--- config.mk ---
export PLATFORM = sky130hd
export DESIGN_NAME = dxt_block_decoder
export DESIGN_NICKNAME = d
export VERILOG_FILES = /design/src/hdl/dxt_pkg.sv /design/src/hdl/dxt_block_decoder.sv /design/src/hdl/dxt_queue.sv /design/src/hdl/dxt_front.sv /design/src/hdl/dxt_back.sv
export SDC_FILE = /design/constraint.sdc
export NUM_CORES = 1
export LEC_CHECK = 0
export CAP_MARGIN = 10
export CORE_MARGIN = 5
export CORE_UTILIZATION = 30
export CTS_CLUSTER_DIAMETER = 40
export DETAILED_ROUTE_END_ITERATION = 16
export DONT_BUFFER_PORTS = 1
export GPL_ROUTABILITY_DRIVEN = 0
export PLACE_DENSITY = 0.45
export SYNTH_ARGS = -nofsm -noshare
export SYNTH_HDL_FRONTEND = slang
export SYNTH_SLANG_ARGS = --single-unit
--- constraint.sdc ---
create_clock -name i_clk -period 12.9 [get_ports i_clk]
set_input_delay 1.935 -clock i_clk [delete_from_list [all_inputs] [get_ports i_clk]]
set_output_delay 1.935 -clock i_clk [all_outputs]
set_load 0.05 [all_outputs]
--- src/hdl/dxt_pkg.sv ---
`timescale 1ns / 1ps
`default_nettype none

package dxt_pkg;

    typedef enum logic [1:0] {
        FMT_DXT1 = 2'd0,
        FMT_DXT3 = 2'd1,
        FMT_DXT5 = 2'd2,
        FMT_NONE = 2'd3
    } t_format;

    // One color block as the back end sees it, with the alpha half that went before it.
    typedef struct packed {
        t_format     mode;
        logic [63:0] alpha_word;
        logic [63:0] color_word;
    } t_cmd;

    typedef struct packed {
        logic [31:0] texel;
        logic [1:0]  row;
        logic [1:0]  col;
        logic        last;
    } t_texel_item;

    typedef struct packed {
        logic [2:0] w0;
        logic [2:0] w1;
        logic       force_max;
    } t_alpha_weights;

    localparam int CMD_DEPTH_DEF = 2;
    localparam int OUT_DEPTH_DEF = 4;

    localparam logic [3:0]  TEXEL_LAST    = 4'd15;
    localparam logic [8:0]  DIV3_MUL      = 9'd171;
    localparam logic [11:0] DIV7_MUL      = 12'd2341;
    localparam logic [11:0] DIV5_MUL      = 12'd3277;
    localparam logic [10:0] ALPHA_MAX_SUM = 11'd1275;

    // Three times the chosen palette entry of one channel, so every entry divides by 3.
    function automatic logic [7:0] color_sum(input logic [5:0] x0, input logic [5:0] x1,
                                             input logic [1:0] ci);
        logic [7:0] e0;
        logic [7:0] e1;
        logic [7:0] s;
        e0 = {2'b00, x0};
        e1 = {2'b00, x1};
        unique case (ci)
            2'd0: s = (e0 << 1) + e0;
            2'd1: s = (e1 << 1) + e1;
            2'd2: s = (e0 << 1) + e1;
            2'd3: s = e0 + (e1 << 1);
        endcase
        return s;
    endfunction

    // Weights of a0 and a1 for one alpha palette entry; the divisor is 7 when a0 > a1, else 5.
    function automatic t_alpha_weights alpha_weights(input logic gt, input logic [2:0] ai);
        t_alpha_weights w;
        w.force_max = 1'b0;
        if (gt) begin
            unique case (ai)
                3'd0: begin w.w0 = 3'd7; w.w1 = 3'd0; end
                3'd1: begin w.w0 = 3'd0; w.w1 = 3'd7; end
                3'd2: begin w.w0 = 3'd6; w.w1 = 3'd1; end
                3'd3: begin w.w0 = 3'd5; w.w1 = 3'd2; end
                3'd4: begin w.w0 = 3'd4; w.w1 = 3'd3; end
                3'd5: begin w.w0 = 3'd3; w.w1 = 3'd4; end
                3'd6: begin w.w0 = 3'd2; w.w1 = 3'd5; end
                3'd7: begin w.w0 = 3'd1; w.w1 = 3'd6; end
            endcase
        end else begin
            unique case (ai)
                3'd0: begin w.w0 = 3'd5; w.w1 = 3'd0; end
                3'd1: begin w.w0 = 3'd0; w.w1 = 3'd5; end
                3'd2: begin w.w0 = 3'd4; w.w1 = 3'd1; end
                3'd3: begin w.w0 = 3'd3; w.w1 = 3'd2; end
                3'd4: begin w.w0 = 3'd2; w.w1 = 3'd3; end
                3'd5: begin w.w0 = 3'd1; w.w1 = 3'd4; end
                3'd6: begin w.w0 = 3'd0; w.w1 = 3'd0; end
                3'd7: begin w.w0 = 3'd0; w.w1 = 3'd0; w.force_max = 1'b1; end
            endcase
        end
        return w;
    endfunction

endpackage

`default_nettype wire

--- src/hdl/dxt_block_decoder.sv ---
`timescale 1ns / 1ps
`default_nettype none

// Channel   Direction  Handshake          Payload
// block in  input      push / full        i_block_word
// texel out output     empty / pop        o_texel, o_texel_row, o_texel_col, o_last_texel
// config    input      i_cfg_we           i_cfg_wdata (format_mode)
//
// A color half yields 16 texels, one per cycle while the output queue has room,
// issued by the back end's texel counter.
// An alpha half is held in the front end and yields nothing.
// A texel passes from the command queue through the back end's stage-one registers into the output queue.
// The command queue lets the front take the next words while a block is being decoded.
// Reset is synchronous and clears the format, the pairing flag and both queues.

module dxt_block_decoder #(
    parameter int CMD_DEPTH = dxt_pkg::CMD_DEPTH_DEF,
    parameter int OUT_DEPTH = dxt_pkg::OUT_DEPTH_DEF
) (
    input  wire logic           i_clk,
    input  wire logic           i_rst_n,
    input  wire logic           push,
    output logic                full,
    input  wire logic [63:0]    i_block_word,
    input  wire logic           i_cfg_we,
    input  wire logic [1:0]     i_cfg_wdata,
    output logic                empty,
    input  wire logic           pop,
    output logic [31:0]         o_texel,
    output logic [1:0]          o_texel_row,
    output logic [1:0]          o_texel_col,
    output logic                o_last_texel
);

    dxt_pkg::t_cmd        front_cmd;
    logic                 front_push;
    logic                 cmd_full;
    logic                 cmd_empty;
    dxt_pkg::t_cmd        head_cmd;
    logic                 cmd_pop;
    logic                 out_push;
    dxt_pkg::t_texel_item out_item;
    dxt_pkg::t_texel_item head_item;
    logic                 out_full;
    logic [$clog2(OUT_DEPTH+1)-1:0] out_count;
    logic [$clog2(CMD_DEPTH+1)-1:0] cmd_count;

    dxt_front u_front (
        .i_clk        (i_clk),
        .i_rst_n      (i_rst_n),
        .i_push       (push),
        .i_block_word (i_block_word),
        .o_full       (full),
        .i_cfg_we     (i_cfg_we),
        .i_cfg_wdata  (i_cfg_wdata),
        .i_cmd_full   (cmd_full),
        .o_cmd_push   (front_push),
        .o_cmd        (front_cmd)
    );

    dxt_queue #(
        .WIDTH ($bits(dxt_pkg::t_cmd)),
        .DEPTH (CMD_DEPTH)
    ) u_cmd_queue (
        .i_clk   (i_clk),
        .i_rst_n (i_rst_n),
        .i_push  (front_push),
        .i_data  (front_cmd),
        .o_full  (cmd_full),
        .i_pop   (cmd_pop),
        .o_data  (head_cmd),
        .o_empty (cmd_empty),
        .o_count (cmd_count)
    );

    dxt_back #(
        .OUT_DEPTH (OUT_DEPTH)
    ) u_back (
        .i_clk       (i_clk),
        .i_rst_n     (i_rst_n),
        .i_cmd_valid (!cmd_empty),
        .i_cmd       (head_cmd),
        .o_cmd_pop   (cmd_pop),
        .i_out_count (out_count),
        .i_out_full  (out_full),
        .o_out_push  (out_push),
        .o_out_data  (out_item)
    );

    dxt_queue #(
        .WIDTH ($bits(dxt_pkg::t_texel_item)),
        .DEPTH (OUT_DEPTH)
    ) u_out_queue (
        .i_clk   (i_clk),
        .i_rst_n (i_rst_n),
        .i_push  (out_push),
        .i_data  (out_item),
        .o_full  (out_full),
        .i_pop   (pop),
        .o_data  (head_item),
        .o_empty (empty),
        .o_count (out_count)
    );

    assign o_texel      = head_item.texel;
    assign o_texel_row  = head_item.row;
    assign o_texel_col  = head_item.col;
    assign o_last_texel = head_item.last;

    a_cmd_count: assert property (@(posedge i_clk) disable iff (!i_rst_n)
        cmd_pop |-> (cmd_count != '0))
        else $error("block request popped from an empty command queue");

endmodule

`default_nettype wire

--- src/hdl/dxt_queue.sv ---
`timescale 1ns / 1ps
`default_nettype none

module dxt_queue #(
    parameter int WIDTH = 8,
    parameter int DEPTH = dxt_pkg::CMD_DEPTH_DEF
) (
    input  wire logic                       i_clk,
    input  wire logic                       i_rst_n,
    input  wire logic                       i_push,
    input  wire logic [WIDTH-1:0]           i_data,
    output logic                            o_full,
    input  wire logic                       i_pop,
    output logic [WIDTH-1:0]                o_data,
    output logic                            o_empty,
    output logic [$clog2(DEPTH+1)-1:0]      o_count
);

    localparam int PTR_W = $clog2(DEPTH);
    localparam int CNT_W = $clog2(DEPTH + 1);

    logic [WIDTH-1:0] r_mem [DEPTH];
    logic [PTR_W-1:0] r_wr_ptr, n_wr_ptr;
    logic [PTR_W-1:0] r_rd_ptr, n_rd_ptr;
    logic [CNT_W-1:0] r_count, n_count;
    logic             do_push;
    logic             do_pop;

    assign o_full  = (r_count == CNT_W'(DEPTH));
    assign o_empty = (r_count == '0);
    assign o_count = r_count;
    assign o_data  = r_mem[r_rd_ptr];
    assign do_push = i_push && !o_full;
    assign do_pop  = i_pop && !o_empty;

    always_comb begin
        n_wr_ptr = r_wr_ptr;
        n_rd_ptr = r_rd_ptr;
        n_count  = r_count;
        if (do_push) begin
            n_wr_ptr = (r_wr_ptr == PTR_W'(DEPTH - 1)) ? '0 : r_wr_ptr + 1'b1;
        end
        if (do_pop) begin
            n_rd_ptr = (r_rd_ptr == PTR_W'(DEPTH - 1)) ? '0 : r_rd_ptr + 1'b1;
        end
        if (do_push && !do_pop) begin
            n_count = r_count + 1'b1;
        end else if (do_pop && !do_push) begin
            n_count = r_count - 1'b1;
        end
    end

    always_ff @(posedge i_clk) begin
        if (!i_rst_n) begin
            r_wr_ptr <= '0;
            r_rd_ptr <= '0;
            r_count  <= '0;
        end else begin
            r_wr_ptr <= n_wr_ptr;
            r_rd_ptr <= n_rd_ptr;
            r_count  <= n_count;
        end
    end

    always_ff @(posedge i_clk) begin
        if (do_push) begin
            r_mem[r_wr_ptr] <= i_data;
        end
    end

endmodule

`default_nettype wire

--- src/hdl/dxt_front.sv ---
`timescale 1ns / 1ps
`default_nettype none

module dxt_front (
    input  wire logic           i_clk,
    input  wire logic           i_rst_n,
    input  wire logic           i_push,
    input  wire logic [63:0]    i_block_word,
    output logic                o_full,
    input  wire logic           i_cfg_we,
    input  wire logic [1:0]     i_cfg_wdata,
    input  wire logic           i_cmd_full,
    output logic                o_cmd_push,
    output dxt_pkg::t_cmd       o_cmd
);

    dxt_pkg::t_format r_format_mode, n_format_mode;
    logic             r_awaiting, n_awaiting;
    logic [63:0]      r_alpha_word, n_alpha_word;
    logic             accept;

    assign o_full = i_cmd_full;
    assign accept = i_push && !i_cmd_full;

    assign o_cmd.mode       = r_format_mode;
    assign o_cmd.alpha_word = r_alpha_word;
    assign o_cmd.color_word = i_block_word;

    always_comb begin
        n_format_mode = r_format_mode;
        n_awaiting    = r_awaiting;
        n_alpha_word  = r_alpha_word;
        o_cmd_push    = 1'b0;
        unique case (r_format_mode)
            dxt_pkg::FMT_DXT1: begin
                o_cmd_push = accept;
            end
            dxt_pkg::FMT_DXT3, dxt_pkg::FMT_DXT5: begin
                if (accept) begin
                    if (r_awaiting) begin
                        o_cmd_push = 1'b1;
                        n_awaiting = 1'b0;
                    end else begin
                        n_alpha_word = i_block_word;
                        n_awaiting   = 1'b1;
                    end
                end
            end
            dxt_pkg::FMT_NONE: begin
                o_cmd_push = 1'b0;
            end
        endcase
        // A format write restarts the pairing, so in DXT3 or DXT5 the next word is an alpha half.
        if (i_cfg_we) begin
            n_format_mode = dxt_pkg::t_format'(i_cfg_wdata);
            n_awaiting    = 1'b0;
        end
    end

    always_ff @(posedge i_clk) begin
        if (!i_rst_n) begin
            r_format_mode <= dxt_pkg::FMT_DXT1;
            r_awaiting    <= 1'b0;
        end else begin
            r_format_mode <= n_format_mode;
            r_awaiting    <= n_awaiting;
        end
    end

    always_ff @(posedge i_clk) begin
        r_alpha_word <= n_alpha_word;
    end

    a_await_mode: assert property (@(posedge i_clk) disable iff (!i_rst_n)
        r_awaiting |-> (r_format_mode == dxt_pkg::FMT_DXT3 ||
                        r_format_mode == dxt_pkg::FMT_DXT5))
        else $error("alpha half held in a format without alpha");

    a_cfg_clears: assert property (@(posedge i_clk) disable iff (!i_rst_n)
        i_cfg_we |=> !r_awaiting)
        else $error("format write did not restart block pairing");

endmodule

`default_nettype wire

--- src/hdl/dxt_back.sv ---
`timescale 1ns / 1ps
`default_nettype none

module dxt_back #(
    parameter int OUT_DEPTH = dxt_pkg::OUT_DEPTH_DEF
) (
    input  wire logic                           i_clk,
    input  wire logic                           i_rst_n,
    input  wire logic                           i_cmd_valid,
    input  wire dxt_pkg::t_cmd                  i_cmd,
    output logic                                o_cmd_pop,
    input  wire logic [$clog2(OUT_DEPTH+1)-1:0] i_out_count,
    input  wire logic                           i_out_full,
    output logic                                o_out_push,
    output dxt_pkg::t_texel_item                o_out_data
);

    localparam int CNT_W = $clog2(OUT_DEPTH + 1);

    logic [3:0]  r_tex_idx, n_tex_idx;
    logic        room;
    logic        issue;

    // Stage one: palette sums for the texel being issued.
    logic [31:0] color_idx_bits;
    logic [47:0] alpha_idx_bits;
    logic [1:0]  ci;
    logic [2:0]  ai;
    logic [5:0]  a_off;
    logic [7:0]  a0;
    logic [7:0]  a1;
    logic        a_gt;
    dxt_pkg::t_alpha_weights aw;
    logic [10:0] n_asum;

    logic              r_s1_valid;
    dxt_pkg::t_format  r_s1_mode;
    logic [3:0]        r_s1_idx;
    logic [7:0]        r_s1_sum_r;
    logic [7:0]        r_s1_sum_g;
    logic [7:0]        r_s1_sum_b;
    logic [10:0]       r_s1_asum;
    logic              r_s1_div7;
    logic [3:0]        r_s1_a4;

    // Stage two: divide by constants and pack the texel.
    logic [16:0] q_r;
    logic [16:0] q_g;
    logic [16:0] q_b;
    logic [22:0] q_a;
    logic [23:0] rgb;

    assign room  = ({1'b0, i_out_count} + (CNT_W + 1)'(r_s1_valid)) < (CNT_W + 1)'(OUT_DEPTH);
    assign issue = i_cmd_valid && room;
    assign o_cmd_pop = issue && (r_tex_idx == dxt_pkg::TEXEL_LAST);
    assign n_tex_idx = issue ? r_tex_idx + 1'b1 : r_tex_idx;

    assign color_idx_bits = i_cmd.color_word[63:32];
    assign alpha_idx_bits = i_cmd.alpha_word[63:16];
    assign ci    = color_idx_bits[{r_tex_idx, 1'b0} +: 2];
    assign a_off = {2'b00, r_tex_idx} + {1'b0, r_tex_idx, 1'b0};
    assign ai    = alpha_idx_bits[a_off +: 3];
    assign a0    = i_cmd.alpha_word[7:0];
    assign a1    = i_cmd.alpha_word[15:8];
    assign a_gt  = a0 > a1;
    assign aw    = dxt_pkg::alpha_weights(a_gt, ai);
    assign n_asum = aw.force_max ? dxt_pkg::ALPHA_MAX_SUM
                                 : (11'(aw.w0) * 11'(a0)) + (11'(aw.w1) * 11'(a1));

    always_ff @(posedge i_clk) begin
        if (!i_rst_n) begin
            r_tex_idx  <= '0;
            r_s1_valid <= 1'b0;
        end else begin
            r_tex_idx  <= n_tex_idx;
            r_s1_valid <= issue;
        end
    end

    always_ff @(posedge i_clk) begin
        if (issue) begin
            r_s1_mode  <= i_cmd.mode;
            r_s1_idx   <= r_tex_idx;
            r_s1_sum_r <= dxt_pkg::color_sum({1'b0, i_cmd.color_word[15:11]},
                                             {1'b0, i_cmd.color_word[31:27]}, ci);
            r_s1_sum_g <= dxt_pkg::color_sum(i_cmd.color_word[10:5],
                                             i_cmd.color_word[26:21], ci);
            r_s1_sum_b <= dxt_pkg::color_sum({1'b0, i_cmd.color_word[4:0]},
                                             {1'b0, i_cmd.color_word[20:16]}, ci);
            r_s1_asum  <= n_asum;
            r_s1_div7  <= a_gt;
            r_s1_a4    <= i_cmd.alpha_word[{r_tex_idx, 2'b00} +: 4];
        end
    end

    // x/3 for x < 512 is (x*171)>>9; x/7 and x/5 below 2048 use a 14-bit shift.
    assign q_r = 17'(r_s1_sum_r) * 17'(dxt_pkg::DIV3_MUL);
    assign q_g = 17'(r_s1_sum_g) * 17'(dxt_pkg::DIV3_MUL);
    assign q_b = 17'(r_s1_sum_b) * 17'(dxt_pkg::DIV3_MUL);
    assign q_a = 23'(r_s1_asum) * 23'(r_s1_div7 ? dxt_pkg::DIV7_MUL : dxt_pkg::DIV5_MUL);

    assign rgb = {q_r[13:9], 3'b000, q_g[14:9], 2'b00, q_b[13:9], 3'b000};

    always_comb begin
        o_out_push      = r_s1_valid;
        o_out_data.row  = r_s1_idx[3:2];
        o_out_data.col  = r_s1_idx[1:0];
        o_out_data.last = (r_s1_idx == dxt_pkg::TEXEL_LAST);
        unique case (r_s1_mode)
            dxt_pkg::FMT_DXT1: o_out_data.texel = {16'h0000, q_r[13:9], q_g[14:9], q_b[13:9]};
            dxt_pkg::FMT_DXT3: o_out_data.texel = {r_s1_a4, 4'h0, rgb};
            dxt_pkg::FMT_DXT5: o_out_data.texel = {q_a[21:14], rgb};
            default:           o_out_data.texel = '0;
        endcase
    end

    a_no_overflow: assert property (@(posedge i_clk) disable iff (!i_rst_n)
        r_s1_valid |-> !i_out_full)
        else $error("texel reached a full output queue");

    a_idx_wrap: assert property (@(posedge i_clk) disable iff (!i_rst_n)
        o_cmd_pop |=> (r_tex_idx == '0))
        else $error("texel counter did not wrap at end of block");

    a_block_held: assert property (@(posedge i_clk) disable iff (!i_rst_n)
        (r_tex_idx != '0) |-> i_cmd_valid)
        else $error("block left the queue before all texels were issued");

endmodule

`default_nettype wire

==> qor.yml <==
layout-drive-gt1-share_pct: 17.8
period_needed_ps: 9630
dr_total_vias: 16600
clockBufferDepth: 3
final_nets: 2541
yosysMostFrequentCell: "edfxtp_1"
final-hold-violation-count: 0
setup_violations: 0
rsz0062_at_grt: "false"
diodes: 0
outcome: "complete, no violations"
netlist_area_um2: 30200
die_h_um: 327
cts-root-buf: "clkbuf_16"
synthArstFlopShare_pct: 0
clock_sinks: 526
relSlewSlack_pct: 28.8
h-tree-depth: 3
die_area_um2: 107000
yosys-top-cells-count: "504 x edfxtp_1, 250 x ha_1, 217 x inv_1, 156 x nor2_1, 148 x mux4_2"
syn_to_final_growth_pct: 14.8
arrival_ps: 9990
use_met1_pct: 17.1
min-delay-path-class: "reg2reg"
synth_cells: 2059
synth_edf_count: 504
via_per_inst: 4.79
maxSlewViolCount: 0
grt_max_degree: 132
start_util_pct: 30.2
maxCapViolCount: 0
clock_skew_ps: 31.7
synthFlopType: "edfxtp_1"
hpwlAfterDp_um: 51400
clk_pin_slew_ps: 50
yosys.area.top_type: "edfxtp_1"
clock.fmax_ghz: 0.104
cp-start-kind: "flop"
antenna_found_initial: 4
core-area_um2: 100000
met2_usage_pct: 21.2
netlist.area_leader.share_pct: 50.1
worstSetupEndpointType: "flop"
postCtsSetupBuffers: 0
routed_wl_um: 69900
required_ps: 13260
drt_drc_violations_left: 0
wl_per_cell_um: 20.1
io_pins: 110
synth.yosys.warnings: 0
clk_latency_ps: 630
nFillCells: 9564
overflow: 0
grt_usage_pct: 13.2
worst-setup-path-type: "reg2reg"
grt_pass1_wl_um: 109000
final_antenna_net_count: 0
synthTopCellsByArea: "edfxtp_1 50%, mux4_2 11%, ha_1 10%"
syn_area_per_cell_um2: 14.7
dr.pass1.iters: 5
fin_setup_tns_ps: 0
synth_seq_area_share_pct: 51.6
rows: 116
cts_tree: "yes"
timing.final.crit_share_pct: 74.6
cts_hold_buf: 0
cts_buffers: 86
port_buffers: 0
grt_pass1_vias: 18200
drt_iter0_markers: 949
worst_pin_slew_ps: 1070
dieWidth_um: 327
busiest_layer: "met2"
path_max_fanout: 20
cts.repair.resized: 0
synth-seq-cells: 526
ys_types: 73
use_met3_pct: 4.13
[final cells by class]
class	count	area, um2	area share, %
multi-input cells	1253	13500	39.0
clock buffers	96	2260	6.52
clock inverters	63	688	1.98
repair buffers	18	160	0.462
flip-flops and latches	526	15600	44.9
well taps	1298	1620	4.68
inverters	219	822	2.37
[worst max-delay path, stage by stage (launching register included)]
cell and delay [ps]:
dfxtp_1 1020, clkinv_1 580, fa_1 1230, inv_1 470, mux4_2 560, o211ai_1 190
nor4b_4 440, inv_1 130, ha_1 250, or2_2 290, and2_1 170, o221ai_1 170
a21bo_1 330, nand2b_1 200, fa_1 470, fa_1 490, inv_1 60, fa_1 470
ha_1 230, fa_1 410, a21o_1 180, a21oi_1 210, o21bai_1 90, a21oi_1 230
o21bai_1 90, a21oi_1 170, xnor2_1 140, nand2_1 70
[cell families after synthesis]
family | after synthesis | synth area share, %
muxes | 227 | 13.9
AOI/OAI and AO/OA | 222 | 4.84
buffers and inverters | 293 | 3.88
adders and majority gates | 366 | 18.1
and+or+nand+nor | 352 | 5.62
xor gates and xnor gates | 71 | 2.12
DFF | 526 | 51.6
other | 2 | 0.0249
[sequential cells by signal (all words and copies together) (netlist names), 3 cells and up, named ones only]
name,flops
u_cmd_queue.r_mem,260
u_out_queue.r_mem,136
u_front.r_alpha_word,64
u_back.r_s1_asum,11
u_back.r_s1_sum_g,8
u_back.r_s1_sum_b,7
u_back.r_s1_sum_r,7
u_back.r_s1_a4,4
u_back.r_s1_idx,4
u_back.r_tex_idx,4
u_out_queue.o_count,3
[per-stage QoR]
stage	setup WS [ps]	cells	utilization [%]	area (um2)	hold WS, ps
final	3270	3473	34.7	34700	440
after global routing	2500	3473	34.7	34700	456
after CTS	3160	3473	34.7	34700	438
after floorplan	1270	2072	-	30200	421
after detailed placement	3190	3314	31.7	31700	430
after global placement	3500	3314	31.7	31700	423
[cells in the final DEF (no fill, tap or decap), types with 9 or more instances in the layout]
master / count
or3_1: 11
clkinv_2: 13
clkinvlp_4: 9
nor2b_1: 25
or2_2: 10
mux2_2: 41
a211oi_1: 11
xor2_1: 20
nand3_1: 12
and2_1: 21
o21bai_1: 14
xnor2_1: 50
edfxtp_1: 504
o211ai_1: 10
mux2i_1: 36
clkinv_1: 10
dfxtp_1: 19
a21o_1: 23
clkbuf_16: 88
and3_1: 9
buf_4: 16
mux4_2: 148
clkinv_4: 13
o21ai_0: 33
nand2b_1: 14
fa_1: 116
conb_1: 15
inv_1: 217
ha_1: 250
nand2_1: 43
nor2_1: 155
a21oi_1: 74
nor3_1: 22
[routing by layer]
layer | share of wire [%] | wire length (um)
met1 | 44 | 30700
met2 | 46 | 32200
met3 | 7.0 | 4910
met4 | 3.0 | 2110
met5 | 0.074 | 52
[path summary, 6_finish.rpt]
check	start	end	slack, ps	depth (start not counted)
min reg2reg	u_front.r_alpha_word[54]	u_cmd_queue.r_mem[0][118]	440	0
max reg2reg	u_back.r_tex_idx[1]	u_back.r_s1_asum[10]	3270	27
min	u_front.r_alpha_word[54]	u_cmd_queue.r_mem[0][118]	440	0
max	u_back.r_tex_idx[1]	u_back.r_s1_asum[10]	3270	27
Power is not shown: default switching activity piles up to over one toggle a cycle in this logic, so the estimate is an artifact.
